### src/rtl/rau_pkg.sv
// Shared types and constants for the rational arithmetic unit.
`default_nettype none
package rau_pkg;

  parameter int OPERAND_WIDTH_DEF = 16;

  typedef enum logic [1:0] {
    REQ_ADD = 2'd0,
    REQ_SUB = 2'd1,
    REQ_MUL = 2'd2,
    REQ_DIV = 2'd3
  } req_t;

  typedef enum logic [1:0] {
    ST_OK       = 2'd0,
    ST_ZERO_DEN = 2'd1,
    ST_DIV_ZERO = 2'd2,
    ST_RSVD     = 2'd3
  } status_t;

  typedef enum logic [3:0] {
    DP_NOP,
    DP_LOAD,
    DP_MUL0,
    DP_MUL1,
    DP_MUL2,
    DP_NORM,
    DP_DIV_GCD,
    DP_DIV_STEP,
    DP_GCD_NEXT,
    DP_DIV_NUM,
    DP_SAVE_NUM,
    DP_PUBLISH
  } dp_op_t;

  typedef enum logic [3:0] {
    S_IDLE,
    S_MUL0,
    S_MUL1,
    S_MUL2,
    S_NORM,
    S_GCD_TEST,
    S_GCD_DIV,
    S_GCD_NEXT,
    S_NUM_DIV,
    S_NUM_SAVE,
    S_DEN_DIV,
    S_DONE
  } state_t;

  typedef struct packed {
    dp_op_t op;
  } rau_cmd_t;

  typedef struct packed {
    status_t err;
    logic    div_last;
    logic    b_zero;
  } rau_stat_t;

endpackage
`default_nettype wire

### src/rtl/rau_ctrl.sv
// Sequencer for the rational arithmetic unit.
`default_nettype none
module rau_ctrl (
  input  wire logic               clk,
  input  wire logic               rst,
  input  wire logic               in_valid,
  output logic                    in_ready,
  output logic                    out_valid,
  input  wire logic               out_ready,
  output rau_pkg::rau_cmd_t       cmd,
  input  wire rau_pkg::rau_stat_t stat
);
  import rau_pkg::*;

  state_t state, state_next;

  always_ff @(posedge clk) begin
    if (rst) begin
      state     <= S_IDLE;
      out_valid <= 1'b0;
    end else begin
      state <= state_next;
      if (cmd.op == DP_PUBLISH) begin
        out_valid <= 1'b1;
      end else if (out_ready) begin
        out_valid <= 1'b0;
      end
    end
  end

  always_comb begin
    state_next = state;
    cmd.op     = DP_NOP;
    in_ready   = (state == S_IDLE) && !rst;
    case (state)
      S_IDLE: begin
        if (in_valid && in_ready) begin
          cmd.op     = DP_LOAD;
          state_next = S_MUL0;
        end
      end
      S_MUL0: begin
        if (stat.err != ST_OK) begin
          state_next = S_DONE;
        end else begin
          cmd.op     = DP_MUL0;
          state_next = S_MUL1;
        end
      end
      S_MUL1: begin
        cmd.op     = DP_MUL1;
        state_next = S_MUL2;
      end
      S_MUL2: begin
        cmd.op     = DP_MUL2;
        state_next = S_NORM;
      end
      S_NORM: begin
        cmd.op     = DP_NORM;
        state_next = S_GCD_TEST;
      end
      S_GCD_TEST: begin
        if (stat.b_zero) begin
          cmd.op     = DP_DIV_NUM;
          state_next = S_NUM_DIV;
        end else begin
          cmd.op     = DP_DIV_GCD;
          state_next = S_GCD_DIV;
        end
      end
      S_GCD_DIV: begin
        cmd.op = DP_DIV_STEP;
        if (stat.div_last) state_next = S_GCD_NEXT;
      end
      S_GCD_NEXT: begin
        cmd.op     = DP_GCD_NEXT;
        state_next = S_GCD_TEST;
      end
      S_NUM_DIV: begin
        cmd.op = DP_DIV_STEP;
        if (stat.div_last) state_next = S_NUM_SAVE;
      end
      S_NUM_SAVE: begin
        cmd.op     = DP_SAVE_NUM;
        state_next = S_DEN_DIV;
      end
      S_DEN_DIV: begin
        cmd.op = DP_DIV_STEP;
        if (stat.div_last) state_next = S_DONE;
      end
      S_DONE: begin
        if (!out_valid || out_ready) begin
          cmd.op     = DP_PUBLISH;
          state_next = S_IDLE;
        end
      end
      default: state_next = S_IDLE;
    endcase
  end

`ifndef ASSERT_OFF
  a_accept_leaves_idle: assert property (@(posedge clk) disable iff (rst)
    (in_valid && in_ready) |=> (state == S_MUL0))
    else $error("accepted word did not start work");
  a_publish_from_done: assert property (@(posedge clk) disable iff (rst)
    $rose(out_valid) |-> ($past(state) == S_DONE))
    else $error("result raised outside done state");
  a_no_overwrite: assert property (@(posedge clk) disable iff (rst)
    (cmd.op == DP_PUBLISH) |-> (!out_valid || out_ready))
    else $error("result overwritten while held");
`endif

endmodule
`default_nettype wire

### src/rtl/rau_dp.sv
// Datapath: shared multiplier, sign fix, shift-subtract divider, Euclid registers.
`default_nettype none
module rau_dp #(
  parameter int W = rau_pkg::OPERAND_WIDTH_DEF
) (
  input  wire logic              clk,
  input  wire logic              rst,
  input  wire rau_pkg::rau_cmd_t cmd,
  output rau_pkg::rau_stat_t     stat,
  input  wire logic [1:0]        in_type,
  input  wire logic [W-1:0]      in_n1,
  input  wire logic [W-1:0]      in_d1,
  input  wire logic [W-1:0]      in_n2,
  input  wire logic [W-1:0]      in_d2,
  output logic [2*W:0]           res_num,
  output logic [2*W-2:0]         res_den,
  output rau_pkg::status_t       res_status
);
  import rau_pkg::*;

  localparam int DW = 2 * W;
  localparam int CW = $clog2(DW + 1);

  req_t               req;
  status_t            err;
  logic signed [W-1:0] n1, d1, n2, d2;
  logic signed [DW-1:0] p0, p1, p2;
  logic               num_neg;
  logic [DW-1:0]      mag, den_abs, a, b, qn;
  logic [DW-1:0]      dq, dv, dr;
  logic [CW-1:0]      cnt;

  logic signed [W-1:0]  mx, my;
  logic signed [DW-1:0] prod;
  logic signed [DW:0]   sum, num_fix;
  logic signed [DW-1:0] den_s;
  logic [DW:0]          trial, trial_sub;
  status_t              err_new;

  always_comb begin
    mx = n1;
    my = d2;
    case (cmd.op)
      DP_MUL0: begin
        mx = n1;
        my = (req == REQ_MUL) ? n2 : d2;
      end
      DP_MUL1: begin
        mx = d1;
        my = n2;
      end
      DP_MUL2: begin
        mx = d1;
        my = d2;
      end
      default: begin
        mx = n1;
        my = d2;
      end
    endcase
    prod = mx * my;
  end

  always_comb begin
    case (req)
      REQ_ADD: sum = {p0[DW-1], p0} + {p1[DW-1], p1};
      REQ_SUB: sum = {p0[DW-1], p0} - {p1[DW-1], p1};
      default: sum = {p0[DW-1], p0};
    endcase
    den_s   = (req == REQ_DIV) ? p1 : p2;
    num_fix = den_s[DW-1] ? -sum : sum;
  end

  assign trial     = {dr, dq[DW-1]};
  assign trial_sub = trial - {1'b0, dv};

  always_comb begin
    if ((in_d1 == '0) || (in_d2 == '0)) begin
      err_new = ST_ZERO_DEN;
    end else if ((in_type == REQ_DIV) && (in_n2 == '0)) begin
      err_new = ST_DIV_ZERO;
    end else begin
      err_new = ST_OK;
    end
  end

  always_ff @(posedge clk) begin
    if (rst) begin
      cnt <= '0;
    end else begin
      case (cmd.op)
        DP_LOAD: begin
          req <= req_t'(in_type);
          n1  <= in_n1;
          d1  <= in_d1;
          n2  <= in_n2;
          d2  <= in_d2;
          err <= err_new;
        end
        DP_MUL0: p0 <= prod;
        DP_MUL1: p1 <= prod;
        DP_MUL2: p2 <= prod;
        DP_NORM: begin
          num_neg <= num_fix[DW];
          mag     <= num_fix[DW] ? DW'(-num_fix) : num_fix[DW-1:0];
          den_abs <= den_s[DW-1] ? -den_s : den_s;
          a       <= num_fix[DW] ? DW'(-num_fix) : num_fix[DW-1:0];
          b       <= den_s[DW-1] ? -den_s : den_s;
        end
        DP_DIV_GCD: begin
          dq  <= a;
          dv  <= b;
          dr  <= '0;
          cnt <= CW'(DW);
        end
        DP_DIV_NUM: begin
          dq  <= mag;
          dv  <= a;
          dr  <= '0;
          cnt <= CW'(DW);
        end
        DP_SAVE_NUM: begin
          qn  <= dq;
          dq  <= den_abs;
          dv  <= a;
          dr  <= '0;
          cnt <= CW'(DW);
        end
        DP_DIV_STEP: begin
          // restoring step: one quotient bit per cycle
          if (!trial_sub[DW]) begin
            dr <= trial_sub[DW-1:0];
            dq <= {dq[DW-2:0], 1'b1};
          end else begin
            dr <= trial[DW-1:0];
            dq <= {dq[DW-2:0], 1'b0};
          end
          cnt <= cnt - 1'b1;
        end
        DP_GCD_NEXT: begin
          a <= b;
          b <= dr;
        end
        DP_PUBLISH: begin
          res_status <= err;
          if (err != ST_OK) begin
            res_num <= '0;
            res_den <= (DW-1)'(1);
          end else begin
            res_num <= num_neg ? -{1'b0, qn} : {1'b0, qn};
            res_den <= dq[DW-2:0];
          end
        end
        default: ;
      endcase
    end
  end

  assign stat.err      = err;
  assign stat.div_last = (cnt == CW'(1));
  assign stat.b_zero   = (b == '0);

endmodule
`default_nettype wire

### src/rtl/rational_arithmetic_unit_top.sv
// Top level of the rational arithmetic unit: stream ports, sequencer and datapath.
`default_nettype none
// Sequence: load, three multiplies and sign fix, then repeated Euclid remainder steps
//   (gcd test, shift-subtract division, operand swap), then the final gcd test,
//   two reductions by the gcd, the save step and publish.
// Error cases (zero denominator, division by zero) skip the multiplies and go to publish.
// Throughput: one word at a time; the shift-subtract divider sets the rate.
// The result register lets the next word be accepted while a result waits.
// Reset: synchronous, active high; clears sequencer state and output valid.
module rational_arithmetic_unit_top #(
  parameter int OPERAND_WIDTH = rau_pkg::OPERAND_WIDTH_DEF,
  localparam int TDW = ((4 * OPERAND_WIDTH + 7) / 8) * 8
) (
  input  wire logic           clk,
  input  wire logic           rst,
  input  wire logic           s_tvalid,
  output logic                s_tready,
  // first_numerator, first_denominator, second_numerator, second_denominator
  input  wire logic [TDW-1:0] s_tdata,
  // req_type
  input  wire logic [1:0]     s_tuser,
  output logic                m_tvalid,
  input  wire logic           m_tready,
  // result_numerator, result_denominator, zero pad
  output logic [TDW-1:0]      m_tdata,
  // status
  output logic [1:0]          m_tuser
);
  import rau_pkg::*;

  localparam int W = OPERAND_WIDTH;

  rau_cmd_t         cmd;
  rau_stat_t        stat;
  logic [2*W:0]     res_num;
  logic [2*W-2:0]   res_den;
  status_t          res_status;

  // sequencer: owns the handshakes and steps the datapath
  rau_ctrl u_ctrl (
    .clk       (clk),
    .rst       (rst),
    .in_valid  (s_tvalid),
    .in_ready  (s_tready),
    .out_valid (m_tvalid),
    .out_ready (m_tready),
    .cmd       (cmd),
    .stat      (stat)
  );

  // datapath: operand capture, products, gcd and reduction
  rau_dp #(.W(W)) u_dp (
    .clk        (clk),
    .rst        (rst),
    .cmd        (cmd),
    .stat       (stat),
    .in_type    (s_tuser),
    .in_n1      (s_tdata[W-1:0]),
    .in_d1      (s_tdata[2*W-1:W]),
    .in_n2      (s_tdata[3*W-1:2*W]),
    .in_d2      (s_tdata[4*W-1:3*W]),
    .res_num    (res_num),
    .res_den    (res_den),
    .res_status (res_status)
  );

  // pack result fields, low bits first; pad upper bits with zero
  assign m_tdata = TDW'({res_den, res_num});
  assign m_tuser = res_status;

`ifndef ASSERT_OFF
  a_err_result: assert property (@(posedge clk) disable iff (rst)
    (m_tvalid && (m_tuser != ST_OK)) |-> (res_num == '0 && res_den == (2*W-1)'(1)))
    else $error("error result not 0/1");
  a_den_nonzero: assert property (@(posedge clk) disable iff (rst)
    m_tvalid |-> (res_den != '0))
    else $error("zero result denominator");
  a_one_at_a_time: assert property (@(posedge clk) disable iff (rst)
    (s_tvalid && s_tready) |=> !s_tready)
    else $error("second word taken while busy");
`endif

endmodule
`default_nettype wire
### config.mk
export PLATFORM = sky130hd
export DESIGN_NAME = rational_arithmetic_unit_top
export DESIGN_NICKNAME = d
export VERILOG_FILES = /design/src/rtl/rau_pkg.sv /design/src/rtl/rau_ctrl.sv /design/src/rtl/rau_dp.sv /design/src/rtl/rational_arithmetic_unit_top.sv
export SDC_FILE = /design/constraint.sdc
export NUM_CORES = 2
export LEC_CHECK = 0
export BUFFER_PORTS_ARGS = -buffer_cell sky130_fd_sc_hd__clkbuf_2
export CAP_MARGIN = 20
export CORE_AREA = 2 2 332 334
export CTS_BUF_LIST = sky130_fd_sc_hd__clkbuf_4 sky130_fd_sc_hd__clkbuf_8
export DETAILED_ROUTE_END_ITERATION = 7
export DIE_AREA = 0 0 334 336
export GPL_TIMING_DRIVEN = 0
export PLACE_DENSITY = 0.5
export SETUP_SLACK_MARGIN = 0.3
export SLEW_MARGIN = 40
export SYNTH_ARGS = -nofsm -noshare
export SYNTH_HDL_FRONTEND = slang
export SYNTH_HIERARCHICAL = 1
export SYNTH_SLANG_ARGS = --single-unit
export TNS_END_PERCENT = 20
### constraint.sdc
create_clock -name clk -period 19.2 [get_ports clk]
set_input_delay 1.92 -clock clk [delete_from_list [all_inputs] [get_ports clk]]
set_output_delay 1.92 -clock clk [all_outputs]
set_load 0.02 [all_outputs]
[After elaboration in Yosys (flattened, before gate mapping)]
Index checks and enable logic that the tools add are counted.
W data, S select, Z words.
Word-level totals
  register bits after elaboration: 498
  word-level logic and storage cells: 138
  output and inout bits: 68
Operators by class
  $mul: 1
  bitwise logic cells: 2
  reduce and logical (&&, ||, !) cells: 37
  multiplexer cells: 33
  eq/ne operators: 32
  $add $sub $neg: 8
Operators with widths (count)
  $pmux W32 S2: 4
  $mux W32: 5
  $pmux W32 S4: 1
  $pmux W33 S2: 1
  $neg A32 Y32: 2
  $logic_not A16 Y1: 3
  $pmux W4 S11: 1
  $pmux W4 S10: 1
  $mux W4: 9
  $add A32 B32 Y33: 1
  $mux W33: 1
  $neg A32 Y33: 1
  $neg A33 Y33: 1
  $sub A32 B32 Y33: 1
  $sub A33 B32 Y33: 1
  $eq A4 B3 Y1 const B: 8
  $eq A4 B4 Y1 const B: 8
  $logic_not A32 Y1: 1
  $mul A16 B16 Y32: 1
  $mux W16: 2
  $pmux W16 S2: 1
  $reduce_and A2 Y1: 11
  $eq A4 B2 Y1 const B: 4
  $pmux W6 S2: 1
  20 further kinds: 43

[Longest topological paths before layout]
  word-level depth: 9
  mapped depth: 39
  depth with buffers taken out: 37

[By module]
Netlist, hierarchy kept.
By module, submodules not included
  rau_dp: sequential area each 14744.1 um2, cells an instance 3652, area each 37211.9 um2, instances 1
  rau_ctrl: sequential area each 100.1 um2, cells an instance 61, area each 445.4 um2, instances 1

[Least setup slack after synthesis]
OpenSTA, ideal clock, no wires.
  kind: input -> register
  start: input port rst
  end: register u_dp.p0[31] (data pin)
  buffers on the path: 3
  setup slack: 8717 ps
  library setup time: 269 ps
  cell stages on the path: 36
  data arrival time: 10214 ps
  cell sequence: nor2_1 nand2_1 o221ai_1 clkbuf_1 nand2_1 nor2_1 a21oi_1 nor2_1 clkbuf_1 clkbuf_1 mux2i_1 nor2_1 fa_1 inv_1 fa_1 fa_1 inv_1 fa_1 fa_1 inv_1 fa_1 inv_1 ha_1 a21o_1 a21o_1 a21oi_1 o21ai_0 a21oi_1 nand2_1 a21oi_1 o31a_1 a21oi_1 and4_1 a2111oi_0 a21oi_1 xnor2_1
RTL lines
  start: declaration: line rational_arithmetic_unit_top.sv:15  | input wire logic rst,
  end signal: assignment: line rau_dp.sv:100  | DP_MUL0: p0 <= prod;
  end: declaration: line rau_dp.sv:27  | logic signed [DW-1:0] p0, p1, p2;

==> results.sh <==
export IMPL_path_max_fanout=10
export IMPL_grt_first_pass_wirelength_um=174500
export IMPL_crit_path_start="u_dp/b[30]"
export IMPL_gr_usage_all_layers_pct=20.37
export IMPL_r2r_cells=38
export IMPL_synth_seq_cells=498
export IMPL_drt_initial_drc_count=1671
export IMPL_slowest_stage="mux2i_1"
export IMPL_slew_violations=0
export IMPL_rows=121
export IMPL_nets=4489
export IMPL_max_stage_delay_ps=760
export IMPL_r2r_start="u_dp/b[30]"
export IMPL_synth_area_um2=37660
export IMPL_clock_latency_ps=740
export IMPL_maxCapViolations=0
export IMPL_cts_tree="done"
export IMPL_grt_overflow=0
export IMPL_grt_pass1_vias=29159
export IMPL_initial_utilization_pct=34.74
export IMPL_critical_path_arrival_ps=13330
export IMPL_ios=138
export IMPL_grt_start_max_net_pins=21
export IMPL_clockBufferDepth=3
export IMPL_clkTransAtPathRegs_ps=60
export IMPL_fin_worst_skew_ps=76.71
export IMPL_r2r_end="u_dp/p0[31]"
export IMPL_ant_nets=0
export IMPL_yosys_area_top_type="edfxtp_1"
export IMPL_synth_edf_count=487
export IMPL_drc_errors=0
export IMPL_synth_flop_cell="edfxtp_1"
export IMPL_fin_setup_tns_ps=0
export IMPL_fp_dieW_um=334
export IMPL_ctsRootBufferMaster="clkbuf_8"
export IMPL_drive_above_1_share_pct=12.28
export IMPL_cts_resized_gates=0
export IMPL_worstPathRequired_ps=19570
export IMPL_yosysMostFrequentCell="edfxtp_1"
export IMPL_cp_top_family="adder cells"
export IMPL_hp_class="flip-flop to flip-flop"
export IMPL_status="completed"
export IMPL_grt_setup_unrepaired="false"
export IMPL_vias=28489
export IMPL_routed_wl_um=113300
export IMPL_h_tree_depth=3
export IMPL_fp_dieArea_um2=112200
export IMPL_drt_vias_per_instance=5.190
export IMPL_die_y_um=336
export IMPL_post_cts_setup_buffer_count=0
export IMPL_finalSetupViolCount=0
export IMPL_hold_viol=0
export IMPL_area_growth_pct=13.00
export IMPL_routabilityCongestion=0.8869
export IMPL_yosysSeqAreaShare_pct=39.42
export IMPL_synth_area_top_cells="edfxtp_1, fa_1, ha_1"
export IMPL_core_area_um2=108400
export IMPL_cts_num_sinks=498
export IMPL_syn_nets=4200
export IMPL_critPathKind="flip-flop to flip-flop"
export IMPL_routedWlPerCell_um=20.65
export IMPL_synth_cell_type_count=107
export IMPL_crit_path_end_kind="flip-flop"
export IMPL_fin_crit_ps=12960
export IMPL_portBuffers=137
export IMPL_rrSetupSlack_ps=6240
export IMPL_critPathCapture="u_dp/p0[31]"
export IMPL_drt_first_pass_iters=5
export IMPL_synth_top_area_share_pct=38.83
export IMPL_async_flop_share_pct=0
export IMPL_slew_headroom_pct=40.05
export IMPL_antenna_found_initial=2
export IMPL_synth_cells=3713
export IMPL_fin_crit_sh_pct=67.48
export IMPL_fmax_mhz=77.19
export IMPL_synth_avg_cell_area_um2=10.14
export IMPL_whs_ps=477.9
export IMPL_critPathLaunchType="flip-flop"
export IMPL_path_buf_inv=7
export IMPL_synthTopCellsByCount="edfxtp_1, nand2_1, nor2_1"
export IMPL_yosys_warnings=6
export IMPL_hpwl_um=92660
export IMPL_postCtsHoldBufs=0
export IMPL_worst_slew_pin_slew_ps=874.2
export IMPL_cts_buffers=85
export IMPL_crit_cells=38
[cell families after synthesis]
| kind of cell | Yosys count | synth area share (%) |
|---|---|---|
| DFF | 498 | 39.42 |
| buffers and inverters | 513 | 5.206 |
| xor gates and xnor gates | 209 | 4.901 |
| and+or+nand+nor | 1291 | 15.83 |
| AOI/OAI and AO/OA | 646 | 11.71 |
| adders and majority gates | 417 | 19.12 |
| muxes | 139 | 3.821 |
[cell usage in the layout (no fill, tap or decap), types with 24 or more instances in the layout]
cell type	n
clkbuf_8	89
o31ai_1	30
nand2b_1	31
inv_1	365
buf_2	53
fa_1	264
buf_4	25
nand4_1	27
clkbuf_1	112
mux2i_1	78
nand3_1	47
and2_1	51
a31oi_1	27
nor3_1	78
a21o_1	39
or3_1	29
nand2_1	436
clkbuf_2	139
o21a_1	24
a21oi_1	172
edfxtp_1	487
a221o_1	30
ha_1	153
mux2_2	32
o21ai_0	110
clkbuf_4	27
nor2_1	412
xnor2_1	111
nor4_1	36
xor2_1	94
[worst min path at each step]
stage | end | depth (start not counted) | startpoint | slack [ps]
5_1_grt | u_dp/qn[11] | 0 | u_dp/dq[11] | 510
6_report | u_dp/qn[12] | 0 | u_dp/dq[12] | 480
2_1_floorplan | u_dp/cnt[5] | 1 | u_dp/cnt[5] | 440
3_5_place_dp | u_dp/qn[12] | 0 | u_dp/dq[12] | 480
4_1_cts | u_dp/qn[12] | 0 | u_dp/dq[12] | 480
3_3_place_gp | u_dp/qn[12] | 0 | u_dp/dq[12] | 470
[area by class of cell]
type,count,area [µm²]
Inverter,366,1374
Fill cell,10871,65840
Sequential cell,498,14840
Clock inverter,34,257.7
Timing Repair Buffer,202,1189
Buffer,147,591.8
Tap cell,1414,1769
Multi-Input combinational cell,2702,21080
Antenna cell,10,25.02
Clock buffer,116,1428
[state kept, by name, indices dropped and copies added, names as in the netlist, 4 cells and up]
name,count
u_ctrl/state,4
u_dp/a,32
u_dp/b,32
u_dp/cnt,6
u_dp/d1,16
u_dp/d2,16
u_dp/den_abs,32
u_dp/dq,32
u_dp/dr,32
u_dp/dv,32
u_dp/mag,32
u_dp/n1,16
u_dp/n2,16
u_dp/p0,32
u_dp/p1,32
u_dp/p2,32
u_dp/qn,32
u_dp/res_den,31
u_dp/res_num,33
[layer usage]
metal  track usage [%]  up-vias  wire, µm
met1             25.53    14015     48290
met5                 0        -         0
met4             6.057        0      3422
met3             2.878      175      4817
met2             36.33      706     56790
li1                  -    13593         -
[stage by stage]
step	setup WS, ps	std cells	instance area (µm²)	util [%]
floorplan	8717	3713	37660	-
global placement	6016	5264	40110	37.00
detailed placement	5969	5329	40820	37.66
CTS	6232	5479	42510	39.22
global route	5609	5486	42550	39.25
finish	6244	5489	42550	39.26
Power is not shown: default switching activity piles up to over one toggle a cycle in this logic, so the estimate is an artifact.
